**src/rtl/core/itfmt_pkg.sv**
```systemverilog
// Shared types, constants and helpers for the integer to ASCII formatter.
// No dependencies; used by every module under rtl/core.

package itfmt_pkg;

   // Width of the numeric value handled by the block
   localparam int unsigned VALUE_W   = 32;
   // Digit store depth: room for the ten decimal digits of a 32-bit magnitude
   localparam int unsigned DIG_DEPTH = 11;
   localparam int unsigned DIG_IDX_W = $clog2(DIG_DEPTH);
   localparam int unsigned CHAR_W    = 7;
   localparam int unsigned COUNT_W   = 4;
   localparam int unsigned RSP_DATA_W = 16;

   // ceil(2^35 / 10): q = (v * RECIP_DEC) >> 35 is exact for every 32-bit v
   localparam logic [VALUE_W-1:0] RECIP_DEC = 32'hCCCC_CCCD;
   localparam int unsigned        RECIP_SHIFT = 35;

   // Command codes
   localparam logic [1:0] CMD_DEC       = 2'd0;
   localparam logic [1:0] CMD_HEX_LOWER = 2'd1;
   localparam logic [1:0] CMD_HEX_UPPER = 2'd2;

   // Character codes
   localparam logic [CHAR_W-1:0] ASCII_ZERO   = 7'd48;
   localparam logic [CHAR_W-1:0] ASCII_MINUS  = 7'd45;
   localparam logic [CHAR_W-1:0] ASCII_LOWER_A = 7'd97;
   localparam logic [CHAR_W-1:0] ASCII_UPPER_A = 7'd65;

   // Result of one pass through the shared digit unit
   typedef struct packed {
      logic [VALUE_W-1:0] quotient;
      logic [3:0]         digit;
   } split_type;

   // One character handed to the output register
   typedef struct packed {
      logic               is_sign;
      logic [3:0]         digit;
      logic               upper;
      logic               last;
      logic [COUNT_W-1:0] count;
   } char_req_type;

   // Map a digit value (0..15) to its ASCII code
   function automatic logic [CHAR_W-1:0] digit_to_ascii(input logic [3:0] digit,
                                                        input logic       upper);
      logic [CHAR_W-1:0] code;
      begin
         if (digit < 4'd10) begin
            code = ASCII_ZERO + CHAR_W'(digit);
         end else if (upper) begin
            code = ASCII_UPPER_A + CHAR_W'(digit - 4'd10);
         end else begin
            code = ASCII_LOWER_A + CHAR_W'(digit - 4'd10);
         end
         return code;
      end
   endfunction

endpackage

```
**src/rtl/core/integer_to_ascii_formatter.sv**
```systemverilog
// Top level of the integer to ASCII formatter: sequencer, digit store and
// glue. Depends on itfmt_pkg, itfmt_divider and itfmt_out_reg.
//
// Usage:
//   req channel: req_tdata carries the 32-bit value, req_tuser the command
//   (0 signed decimal, 1 hex lower case, 2 or 3 hex upper case). A request
//   is taken when req_tvalid and req_tready are high at a rising edge.
//   rsp channel: one beat per character, most significant first, with the
//   minus sign ahead of a negative decimal. rsp_tlast marks the final
//   character; rsp_tdata holds the ASCII code and the running count.
//   Timing: one request is worked on at a time. The digit unit forms each
//   decimal digit by a registered reciprocal multiply and then a split, and
//   each hex digit by a split alone; characters then leave one per cycle
//   from the output register while rsp_tready is high. req_tready returns
//   high once the last character is loaded into the output register.
//   Stall: while rsp_tready is low the current character holds and the
//   sequencer waits. Reset clears the sequencer and the output valid; no
//   memory needs clearing.

module integer_to_ascii_formatter (
   input  logic                                clock,
   input  logic                                reset,
   // request channel
   input  logic                                req_tvalid,
   output logic                                req_tready,
   input  logic [itfmt_pkg::VALUE_W-1:0]       req_tdata,  // [31:0] value
   input  logic [1:0]                          req_tuser,  // [1:0] cmd
   // response channel
   output logic                                rsp_tvalid,
   input  logic                                rsp_tready,
   output logic [itfmt_pkg::RSP_DATA_W-1:0]    rsp_tdata,  // [6:0] char_code,
                                                           // [10:7] char_count
   output logic                                rsp_tlast   // last_char
);

   typedef enum logic [3:0] {
      ST_IDLE  = 4'b0001,
      ST_MUL   = 4'b0010,
      ST_SPLIT = 4'b0100,
      ST_EMIT  = 4'b1000
   } state_type;

   state_type                          state_ff, state_in;
   logic [itfmt_pkg::VALUE_W-1:0]      work_ff, work_in;
   logic                               hex_ff, hex_in;
   logic                               upper_ff, upper_in;
   logic                               sign_ff, sign_in;
   logic [itfmt_pkg::COUNT_W-1:0]      dig_cnt_ff, dig_cnt_in;
   logic [itfmt_pkg::COUNT_W-1:0]      pos_ff, pos_in;
   logic [3:0]                         dig_buf_ff [itfmt_pkg::DIG_DEPTH];
   logic                               dig_we;
   logic [itfmt_pkg::DIG_IDX_W-1:0]    wr_idx;
   logic [itfmt_pkg::DIG_IDX_W-1:0]    rd_idx;
   logic                               req_fire;
   logic                               req_neg;
   logic                               out_free;
   logic                               out_load;
   itfmt_pkg::split_type               split;
   itfmt_pkg::char_req_type            char_req;

   assign req_tready = (state_ff == ST_IDLE);
   assign req_fire   = req_tvalid && req_tready;
   assign req_neg    = (req_tuser == itfmt_pkg::CMD_DEC) &&
                       req_tdata[itfmt_pkg::VALUE_W-1];

   assign wr_idx = dig_cnt_ff[itfmt_pkg::DIG_IDX_W-1:0];
   assign rd_idx = itfmt_pkg::DIG_IDX_W'(dig_cnt_ff - 4'd1);

   itfmt_divider u_divider (
      .clock    (clock),
      .dividend (work_ff),
      .hex_mode (hex_ff),
      .split    (split)
   );

   // Build the next character: sign first, then stored digits top down
   always_comb begin
      char_req.is_sign = sign_ff;
      char_req.digit   = dig_buf_ff[rd_idx];
      char_req.upper   = upper_ff;
      char_req.last    = !sign_ff && (dig_cnt_ff == 4'd1);
      char_req.count   = pos_ff + 4'd1;
   end

   assign out_load = (state_ff == ST_EMIT) && out_free;

   // Sequencer
   always_comb begin
      state_in   = state_ff;
      work_in    = work_ff;
      hex_in     = hex_ff;
      upper_in   = upper_ff;
      sign_in    = sign_ff;
      dig_cnt_in = dig_cnt_ff;
      pos_in     = pos_ff;
      dig_we     = 1'b0;
      case (state_ff)
         ST_IDLE: begin
            if (req_fire) begin
               hex_in     = (req_tuser != itfmt_pkg::CMD_DEC);
               upper_in   = req_tuser[1];
               sign_in    = req_neg;
               work_in    = req_neg ? (~req_tdata + 1'b1) : req_tdata;
               dig_cnt_in = '0;
               pos_in     = '0;
               state_in   = (req_tuser == itfmt_pkg::CMD_DEC) ? ST_MUL : ST_SPLIT;
            end
         end
         ST_MUL: begin
            state_in = ST_SPLIT;
         end
         ST_SPLIT: begin
            // Store the low digit and advance to the quotient
            dig_we     = 1'b1;
            dig_cnt_in = dig_cnt_ff + 4'd1;
            work_in    = split.quotient;
            if (split.quotient == '0) begin
               state_in = ST_EMIT;
            end else begin
               state_in = hex_ff ? ST_SPLIT : ST_MUL;
            end
         end
         ST_EMIT: begin
            if (out_load) begin
               pos_in = pos_ff + 4'd1;
               if (sign_ff) begin
                  sign_in = 1'b0;
               end else begin
                  dig_cnt_in = dig_cnt_ff - 4'd1;
                  if (dig_cnt_ff == 4'd1) begin
                     state_in = ST_IDLE;
                  end
               end
            end
         end
         default: begin
            state_in = ST_IDLE;
         end
      endcase
   end

   // Hold control state
   always_ff @(posedge clock) begin
      if (reset) begin
         state_ff <= ST_IDLE;
      end else begin
         state_ff <= state_in;
      end
   end

   // Working registers
   always_ff @(posedge clock) begin
      work_ff    <= work_in;
      hex_ff     <= hex_in;
      upper_ff   <= upper_in;
      sign_ff    <= sign_in;
      dig_cnt_ff <= dig_cnt_in;
      pos_ff     <= pos_in;
   end

   // Digit store, filled least significant first
   always_ff @(posedge clock) begin
      if (dig_we) begin
         dig_buf_ff[wr_idx] <= split.digit;
      end
   end

   itfmt_out_reg u_out_reg (
      .clock      (clock),
      .reset      (reset),
      .load       (out_load),
      .char_req   (char_req),
      .free       (out_free),
      .rsp_tvalid (rsp_tvalid),
      .rsp_tready (rsp_tready),
      .rsp_tdata  (rsp_tdata),
      .rsp_tlast  (rsp_tlast)
   );

endmodule

```
**src/rtl/core/itfmt_divider.sv**
```systemverilog
// Shared digit unit: splits the working value into quotient and low digit,
// by ten through a registered reciprocal multiply, or by sixteen by shift.
// Depends on itfmt_pkg.

module itfmt_divider (
   input  logic                          clock,
   input  logic [itfmt_pkg::VALUE_W-1:0] dividend,
   input  logic                          hex_mode,
   output itfmt_pkg::split_type          split
);

   logic [2*itfmt_pkg::VALUE_W-1:0] prod_ff;
   logic [2*itfmt_pkg::VALUE_W-1:0] prod_in;
   logic [itfmt_pkg::VALUE_W-1:0]   q_dec;
   logic [itfmt_pkg::VALUE_W-1:0]   rem_dec;

   // Register the reciprocal product; the dividend holds for the next cycle
   assign prod_in = (2*itfmt_pkg::VALUE_W)'(dividend) *
                    (2*itfmt_pkg::VALUE_W)'(itfmt_pkg::RECIP_DEC);

   always_ff @(posedge clock) begin
      prod_ff <= prod_in;
   end

   // Quotient by ten from the product, remainder by shift-and-subtract
   assign q_dec   = itfmt_pkg::VALUE_W'(prod_ff >> itfmt_pkg::RECIP_SHIFT);
   assign rem_dec = dividend - (q_dec << 3) - (q_dec << 1);

   // Select the radix
   always_comb begin
      if (hex_mode) begin
         split.quotient = dividend >> 4;
         split.digit    = dividend[3:0];
      end else begin
         split.quotient = q_dec;
         split.digit    = rem_dec[3:0];
      end
   end

endmodule

```
**src/rtl/core/itfmt_out_reg.sv**
```systemverilog
// Output register of the formatter: turns one digit or sign into ASCII and
// holds it on the response channel until taken. Depends on itfmt_pkg.

module itfmt_out_reg (
   input  logic                                clock,
   input  logic                                reset,
   input  logic                                load,
   input  itfmt_pkg::char_req_type             char_req,
   output logic                                free,
   output logic                                rsp_tvalid,
   input  logic                                rsp_tready,
   output logic [itfmt_pkg::RSP_DATA_W-1:0]    rsp_tdata,
   output logic                                rsp_tlast
);

   logic                               valid_ff;
   logic                               valid_in;
   logic [itfmt_pkg::CHAR_W-1:0]       code_ff;
   logic [itfmt_pkg::CHAR_W-1:0]       code_in;
   logic [itfmt_pkg::COUNT_W-1:0]      count_ff;
   logic                               last_ff;

   // Room for a new character when empty or being taken this cycle
   assign free = !valid_ff || rsp_tready;

   assign code_in = char_req.is_sign ? itfmt_pkg::ASCII_MINUS
                  : itfmt_pkg::digit_to_ascii(char_req.digit, char_req.upper);

   always_comb begin
      valid_in = valid_ff;
      if (load) begin
         valid_in = 1'b1;
      end else if (rsp_tready) begin
         valid_in = 1'b0;
      end
   end

   // Hold control state
   always_ff @(posedge clock) begin
      if (reset) begin
         valid_ff <= 1'b0;
      end else begin
         valid_ff <= valid_in;
      end
   end

   // Capture payload
   always_ff @(posedge clock) begin
      if (load) begin
         code_ff  <= code_in;
         count_ff <= char_req.count;
         last_ff  <= char_req.last;
      end
   end

   assign rsp_tvalid = valid_ff;
   assign rsp_tlast  = last_ff;
   assign rsp_tdata  = {{(itfmt_pkg::RSP_DATA_W - itfmt_pkg::COUNT_W - itfmt_pkg::CHAR_W){1'b0}},
                        count_ff, code_ff};

endmodule
```
**config.mk**
```make
export PLATFORM = sky130hd
export DESIGN_NAME = integer_to_ascii_formatter
export DESIGN_NICKNAME = d
export VERILOG_FILES = /design/src/rtl/core/itfmt_pkg.sv /design/src/rtl/core/integer_to_ascii_formatter.sv /design/src/rtl/core/itfmt_divider.sv /design/src/rtl/core/itfmt_out_reg.sv
export SDC_FILE = /design/constraint.sdc
export NUM_CORES = 1
export LEC_CHECK = 0
export BUFFER_PORTS_ARGS = -buffer_cell sky130_fd_sc_hd__buf_4
export CAP_MARGIN = 20
export CORE_ASPECT_RATIO = 0.9
export CORE_MARGIN = 4
export CORE_UTILIZATION = 34
export CTS_CLUSTER_DIAMETER = 100
export CTS_CLUSTER_SIZE = 10
export DETAILED_ROUTE_END_ITERATION = 8
export HOLD_SLACK_MARGIN = 0.02
export PLACE_DENSITY = 0.53
export RECOVER_POWER = 100
export SYNTH_ARGS = -nofsm -noshare
export SYNTH_HDL_FRONTEND = slang
export SYNTH_SLANG_ARGS = --single-unit
```
**constraint.sdc**
```tcl
create_clock -name clock -period 8.2 [get_ports clock]
set_input_delay 1.23 -clock clock [delete_from_list [all_inputs] [get_ports clock]]
set_output_delay 1.23 -clock clock [all_outputs]
set_load 0.05 [all_outputs]
```
==> results of run 1 <==
## flip-flops by register name (all words and copies together), names as in the netlist
signal,flops
dig_buf_ff,44
dig_cnt_ff,4
pos_ff,4
u_out_reg.rsp_tlast,1
state_ff,4
u_divider.prod_ff,29
work_ff,32
u_out_reg.code_ff,7
u_out_reg.count_ff,4
u_out_reg.rsp_tvalid,1
hex_ff,1
sign_ff,1
upper_ff,1
## area by class of cell
cell class / instances / area (sq um) / area share, %
Clock buffer: 17 / 425.4 / 1.689
Sequential cell: 133 / 3654 / 14.50
Multi-Input combinational cell: 1505 / 17150 / 68.06
Antenna cell: 1 / 2.502 / 0.009933
Inverter: 569 / 2136 / 8.478
Clock inverter: 15 / 181.4 / 0.7201
Timing Repair Buffer: 88 / 555.5 / 2.205
Tap cell: 874 / 1094 / 4.341
## worst max-delay path: cells and delay by family (launching register included)
kind	cells	cell delay, ns
adder cells (fa/ha/maj)	9	4.18
XOR/XNOR	2	0.65
AND/OR/NAND/NOR	2	0.61
buffers and inverters	4	0.54
flip-flops	1	0.78
AO/OA/AOI/OAI	5	1.02
## cell families after synthesis
| family | after synthesis | synth area share [%] |
|---|---|---|
| mux | 46 | 2.446 |
| flops | 133 | 15.80 |
| compound gates | 288 | 7.613 |
| xor+xnor | 118 | 4.469 |
| simple gates | 300 | 6.531 |
| buf+inv | 613 | 10.12 |
| fa+ha+maj | 748 | 53.00 |
| other cells | 1 | 0.01622 |
## worst paths after layout
kind / start / to / slack (ns) / depth (start not counted)
min reg2reg: u_out_reg.rsp_tvalid / u_out_reg.rsp_tvalid / 0.52 / 2
min: u_out_reg.rsp_tvalid / u_out_reg.rsp_tvalid / 0.52 / 2
max reg2reg: work_ff[4] / u_divider.prod_ff[55] / 0.27 / 22
max: work_ff[4] / u_divider.prod_ff[55] / 0.27 / 22
## metrics by stage
stage                     hold slack (ns)  setup WS, ns  instances
after global placement             0.5091       -0.1079       3167
after detailed placement           0.5148       -0.1222       3167
after floorplan                    0.5227         1.545       2251
after global routing               0.5668       0.02439       3201
after CTS                          0.5263       0.07967       3199
final                              0.5185        0.2668       3202
## routing by layer
layer	part of all wire [%]	vias up	global-route usage, %
li1	-	7359	-
met1	46	8089	28.13
met2	44	478	30.60
met3	6.9	78	4.982
met4	2.6	2	5.080
met5	0.024	-	0
## cells in the mapped netlist (6+ instances only)
cell        n
inv_1     569
fa_1      386
ha_1      362
a21oi_1   117
edfxtp_1   99
nor2_1     79
nand2_1    76
o21ai_0    63
xor2_1     63
xnor2_1    55
a21o_1     34
dfxtp_1    34
mux2i_1    34
clkbuf_1   27
nor3_1     23
nand4_1    18
and2_1     16
nand3_1    16
o21bai_1   14
and3_1     13
nor4_1     12
nand2b_1   11
mux4_2      8
buf_2       7
buf_4       6
==> impl_metrics.ini, run 1 <==
[run_status]
status = finished with violations
violations = max-capacitance violations, max-slew violations

[die]
num_rows = 90
die_h_um = 255.4
die_area_sq_mm = 0.07226
start_util_pct = 34.40
die_width_um = 282.9
core_area_sq_mm = 0.06723
io-pin-count = 57

[logic_synthesis]
syn-mean-instance-area_sq_um = 10.29
synth.top_cell.area_share_pct = 33.42
yosysWarnings = 0
synth_edf_count = 99
postSynthCellCount = 2247
syn-cell-area_sq_mm = 0.02312
async_reset_ff_share_pct = 0
synthDistinctLibCells = 70
seq_area_frac_synth_pct = 15.80
dominantRegCellSynth = edfxtp_1
synth_area_leader_cell = fa_1
synth.area.top_cells = fa_1 33%, ha_1 20%, edfxtp_1 13%
synth-seq-cells = 133

[timing]
final_max_slew_viol_count = 126
final.setup_skew_ns = 0.01313
fmax_ghz = 0.1261
worstMarginPinSlew_ns = 2.680
finalCritPeriodShare_pct = 96.75
min_period_ns = 7.933
relSlewSlack_pct = -78.63
hold_viol_final = 0
rsz0062_at_grt = false
setup_tns_ns = 0
setup_viol = 0

[route]
num_vias = 16006
drc_errors = 0
antenna_left = 0
firstDrtPassIters = 7
wl_per_cell_um = 22.14
drt_wl_total_um = 70890
drtIter0Drc = 1141
viasPerCell = 4.999

[finish]
layout_common_cells = 569 x inv_1, 386 x fa_1, 360 x ha_1
final_common_cell = inv_1
nFillCells = 6744
syn2layout_area_growth_pct = 8.944
nets = 3100
drive_above_1_share_pct = 5.028
fin_util_pct = 37.47
final_area_sq_mm = 0.02519

[global_route]
grt_max_degree = 47
gr-total-overflow = 0
grtUsageTotal_pct = 19.90
grt_pass1_vias = 17400
antenna_found_initial = 3
grt_pass1_wl_um = 108100

[clocking]
clk_latency_ns = 0.43
cts_tree = yes
clk_pin_slew_ns = 0.07
post-cts-setup-buffers = 0
hold_buffers = 0
clock-root-buffer = clkbuf_16
clk_path_buf_depth = 2
htree_levels = 4
cts-resized-gates = 1
cts-buffers-inserted = 17
cts.sinks = 133

[placed_design]
place_congestion = 0.9933
dp_hpwl_um = 63110
port_buffers = 51
dpl-instance-area_sq_mm = 0.02468

[setup_path]
worst_setup_path_start_kind = flop
worst-setup-path-type = reg2reg
worstPathCellList = ha_1 > xor2_1 > ha_1 > fa_1 > inv_1 > fa_1 > fa_1 > inv_1 > fa_1 > fa_1 > fa_1 > ha_1 > nand2_1 > nor4_4 > o2111ai_1 > a21oi_2 > o21ai_0 > buf_4 > a21oi_1 > clkbuf_4 > a21oi_1 > xnor2_1
endpoint_kind = flop
slowest_delay_ns = 0.78
crit_path_top_delay_cell = edfxtp_1
crit_required_ns = 8.51
arrival_ns = 8.24
cp_max_fo = 9
worst_path_most_repeated_cell = fa_1

[flow_run]
drv_cap = 3

[hold_path]
min_path_type = reg2reg
Power of run 1 is not shown: default switching activity piles up to over one toggle a cycle in this logic, so the estimate is an artifact.
==> inputs of run 2 (changes only) <==
MAX_ROUTING_LAYER = met4   (was not set)
SLEW_MARGIN = 20   (was not set)
==> impl_metrics.ini, run 2 (synthesis gave the netlist of run 1 again) <==
[run_status]
status = finished with violations
violations = max-capacitance violations, max-slew violations

[timing]
worstMarginPinSlew_ns = 2.729
finalCritPeriodShare_pct = 95.09
final_max_slew_viol_count = 126
min_period_ns = 7.797
fmax_ghz = 0.1282
final.setup_skew_ns = 0.008089
rsz0062_at_grt = false
relSlewSlack_pct = -81.94
hold_viol_final = 0
setup_viol = 0
setup_tns_ns = 0

[finish]
largest_reg_flops = 44
nFillCells = 6677
drive_above_1_share_pct = 4.903
final_common_cell = inv_1
top_regs = dig_buf_ff: 44 flops, work_ff: 32 flops, u_divider.prod_ff: 29 flops
nets = 3098
layout_common_cells = 569 x inv_1, 386 x fa_1, 359 x ha_1
largest-register = dig_buf_ff
syn2layout_area_growth_pct = 8.651

[die]
core_area_sq_mm = 0.06723
die_area_sq_mm = 0.07226
num_rows = 90
die_width_um = 282.9
die_h_um = 255.4
start_util_pct = 34.40
io-pin-count = 57

[setup_path]
cp_max_fo = 9
slowest_delay_ns = 0.70
critPathBufInv = 3
crit_required_ns = 8.57
worstPathCellList = ha_1 > xor2_1 > ha_1 > or2_2 > fa_1 > fa_1 > fa_1 > fa_1 > fa_1 > inv_1 > fa_1 > inv_1 > ha_1 > nand3_1 > nor3_1 > nand2_1 > o22ai_1 > nor4_1 > buf_4 > o21ai_2 > o221ai_2 > or4_1 > nand3_1
arrival_ns = 8.16
worst_path_most_repeated_cell = fa_1
crit_family = adder cells
endpoint_kind = flop
worst-setup-path-type = reg2reg
worst_setup_path_start_kind = flop
crit_path_top_delay_cell = fa_1

[placed_design]
place_congestion = 0.9775
dp_hpwl_um = 62810
port_buffers = 51

[route]
wl_per_cell_um = 22.12
antenna_left = 0
drt_wl_total_um = 70820
num_vias = 15920
firstDrtPassIters = 5
drtIter0Drc = 1104
drc_errors = 0
viasPerCell = 4.973

[clocking]
cts.sinks = 133
hold_buffers = 0
htree_levels = 4
cts-resized-gates = 0
clk_pin_slew_ns = 0.06
cts_tree = yes
post-cts-setup-buffers = 0
cts-buffers-inserted = 17
clk_path_buf_depth = 2
clock-root-buffer = clkbuf_16
clk_latency_ns = 0.43

[global_route]
grt_pass1_wl_um = 107600
gr-total-overflow = 0
grtUsageTotal_pct = 20.41
grt_max_degree = 47
antenna_found_initial = 1
grt_pass1_vias = 17149

[flow_run]
drv_cap = 3

[hold_path]
min_path_type = reg2reg
## run 2: cell types whose count changed in the layout (fill, tap and decap cells not counted), moves of 2 or more
| cell | previous run | this run |
|---|---|---|
| xor2_2 | 2 | 0 |
| buf_4 | 57 | 60 |
| clkinvlp_4 | 1 | 3 |
| clkbuf_1 | 28 | 25 |
| xor2_1 | 61 | 63 |
| inv_8 | 6 | 4 |
| clkbuf_4 | 3 | 0 |
## run 2: worst paths after layout
kind / start / end / slack [ns] / cells after the start
setup / recovery: work_ff[1] / u_divider.prod_ff[61] / 0.40 / 23
hold / removal: u_out_reg.rsp_tvalid / u_out_reg.rsp_tvalid / 0.51 / 2
setup reg to reg: work_ff[1] / u_divider.prod_ff[61] / 0.40 / 23
hold reg to reg: u_out_reg.rsp_tvalid / u_out_reg.rsp_tvalid / 0.51 / 2
## run 2: per-layer routing
layer	routed length [um]	up-vias	global-route usage [%]
met2	31920	370	31.30
met3	3688	59	3.538
met1	33630	8139	28.60
met5	0	-	-
li1	-	7352	-
met4	1577	0	4.067
## run 2: per-stage QoR
stage	util [%]	instance area, sq um	hold slack (ns)	instances	setup slack [ns]
2_1_floorplan	-	23140	0.5227	2251	1.545
3_5_place_dp	36.71	24680	0.5041	3167	0.2239
3_3_place_gp	36.71	24680	0.5024	3167	0.3108
4_1_cts	37.55	25240	0.5153	3199	0.1844
6_report	37.37	25130	0.5055	3201	0.4026
5_1_grt	37.37	25120	0.5569	3200	0.01560
## run 2: worst register-to-register path, stage by stage, from the launching register on
cell and delay (ns):
edfxtp_1 0.60, ha_1 0.51, xor2_1 0.23, ha_1 0.25, or2_2 0.32, fa_1 0.70, fa_1 0.50, fa_1 0.51
fa_1 0.43, fa_1 0.49, inv_1 0.05, fa_1 0.47, inv_1 0.04, ha_1 0.40, nand3_1 0.16, nor3_1 0.52
nand2_1 0.12, o22ai_1 0.26, nor4_1 0.11, buf_4 0.19, o21ai_2 0.24, o221ai_2 0.17, or4_1 0.41, nand3_1 0.08
## run 2: cell type report
type / count / area, sq um / share of cell area [%]
repair buffers: 86 / 549.3 / 2.186
diodes: 2 / 5.005 / 0.01992
well taps: 874 / 1094 / 4.352
clock buffers: 17 / 425.4 / 1.693
clock inverters: 15 / 140.1 / 0.5577
flip-flops and latches: 133 / 3654 / 14.54
multi-input cells: 1505 / 17120 / 68.15
inverters: 569 / 2136 / 8.501
Power of run 2 is left out for the same reason.
==> inputs of run 3 (changes only) <==
GPL_ROUTABILITY_DRIVEN = 0   (was not set)
clock period = 7.8 ns   (was 8.2 ns; I/O delays follow)
==> impl_metrics.ini, run 3 (synthesis gave the netlist of run 1 again) <==
[setup_path]
worst_setup_path_start_kind = flop
endpoint_kind = flop
worst_path_most_repeated_cell = fa_1
crit_family = adder cells
critPathBufInv = 6
arrival_ns = 7.87
worst-setup-path-type = reg2reg
crit_required_ns = 8.09
crit_path_top_delay_cell = fa_1
worstPathCellList = buf_4 > ha_1 > xor2_1 > xor2_1 > fa_1 > fa_1 > fa_1 > fa_1 > fa_1 > inv_1 > fa_1 > inv_1 > ha_1 > nand4_1 > nor2_2 > o2111ai_1 > a21oi_2 > o21ai_0 > buf_4 > a21oi_1 > buf_4 > buf_4 > a21oi_1 > xnor2_1
slowest_delay_ns = 0.64
cp_max_fo = 7

[clocking]
cts-buffers-inserted = 17
htree_levels = 4
cts.sinks = 133
clk_latency_ns = 0.43
cts_tree = yes
hold_buffers = 0
clock-root-buffer = clkbuf_16
clk_pin_slew_ns = 0.06
clk_path_buf_depth = 2

[route]
drt_wl_total_um = 68900
firstDrtPassIters = 7
drc_errors = 0
wl_per_cell_um = 21.20
viasPerCell = 4.990
num_vias = 16217
drtIter0Drc = 1153
antenna_left = 0

[finish]
nets = 3148
layout_common_cells = 569 x inv_1, 384 x fa_1, 351 x ha_1
drive_above_1_share_pct = 7.621
final_common_cell = inv_1
syn2layout_area_growth_pct = 10.85
largest_reg_flops = 44
fin_util_pct = 38.13
nFillCells = 6611
top_regs = dig_buf_ff: 44 flops, work_ff: 32 flops, u_divider.prod_ff: 29 flops
largest-register = dig_buf_ff

[timing]
relSlewSlack_pct = -83.06
rsz0062_at_grt = true
final.setup_skew_ns = 0.009854
min_period_ns = 7.576
final_max_slew_viol_count = 126
hold_viol_final = 0
fmax_ghz = 0.1320
finalCritPeriodShare_pct = 97.13
setup_viol = 0
setup_tns_ns = 0
worstMarginPinSlew_ns = 2.746

[run_status]
violations = max-capacitance violations, max-slew violations
status = finished with violations

[global_route]
grt_max_degree = 47
grt_pass1_wl_um = 106200
grt_pass1_vias = 17408
gr-total-overflow = 0
grtUsageTotal_pct = 19.86
antenna_found_initial = 2

[die]
io-pin-count = 57
start_util_pct = 34.40
die_h_um = 255.4
num_rows = 90
die_width_um = 282.9
core_area_sq_mm = 0.06723
die_area_sq_mm = 0.07226

[flow_run]
drv_cap = 3

[placed_design]
port_buffers = 51
dp_hpwl_um = 61290

[hold_path]
min_path_type = reg2reg
==> run 3: cell types whose count changed in the layout (fill, tap and decap cells not counted), moves of 2 or more <==
cell | before | now
clkinvlp_4 | 3 | 1
fa_2 | 0 | 2
bufinv_16 | 0 | 3
ha_1 | 359 | 351
fa_1 | 386 | 384
ha_2 | 3 | 10
buf_4 | 60 | 111
==> run 3: cell type report <==
| cell class | instances | area (sq um) | share of cell area [%] |
|---|---|---|---|
| clock inverters | 15 | 192.7 | 0.7517 |
| multi-input cells | 1505 | 17200 | 67.10 |
| inverters | 569 | 2136 | 8.332 |
| clock buffers | 17 | 425.4 | 1.660 |
| flip-flops and latches | 133 | 3654 | 14.25 |
| well taps | 874 | 1094 | 4.266 |
| repair buffers | 136 | 930.9 | 3.632 |
| diodes | 1 | 2.502 | 0.009762 |
==> run 3: stage by stage <==
step           worst slack (ns)  hold WS (ns)  instances  cell area (sq um)
2_1_floorplan             1.145        0.5227       2251              23140
3_3_place_gp            -0.1339        0.5194       3203              24950
3_5_place_dp           -0.06392        0.5246       3203              24950
4_1_cts                 0.05387        0.5333       3237              25590
5_1_grt                -0.01134        0.5708       3250              25630
6_report                 0.2240        0.5261       3250              25630
==> run 3: routing by layer <==
metal	routed length [um]	track usage (%)
met3	4915	4.358
met1	30890	26.89
met5	0	-
met4	1807	4.489
met2	31290	30.64
==> run 3: worst min-delay path, stage by stage (launching register included) <==
cell	delay, ns
dfxtp_1	0.32
nand2b_1	0.10
a21oi_1	0.07
==> run 3: repair_timing <==
| action | in CTS | in global routing |
|---|---|---|
| gates resized for setup | 1 | 19 |
| cloned | 0 | 0 |
| pin swaps | 0 | 1 |
| setup buffers | 2 | 11 |
| endpoints found under the setup margin | 4 | 12 |
==> run 3: path summary, 6_finish.rpt <==
kind / start / endpoint / slack [ns] / cells past startpoint
hold reg to reg: u_out_reg.rsp_tvalid / u_out_reg.rsp_tvalid / 0.53 / 2
setup / recovery: work_ff[4] / u_divider.prod_ff[55] / 0.22 / 24
setup reg to reg: work_ff[4] / u_divider.prod_ff[55] / 0.22 / 24
hold / removal: u_out_reg.rsp_tvalid / u_out_reg.rsp_tvalid / 0.53 / 2
Power of run 3 is left out for the same reason.
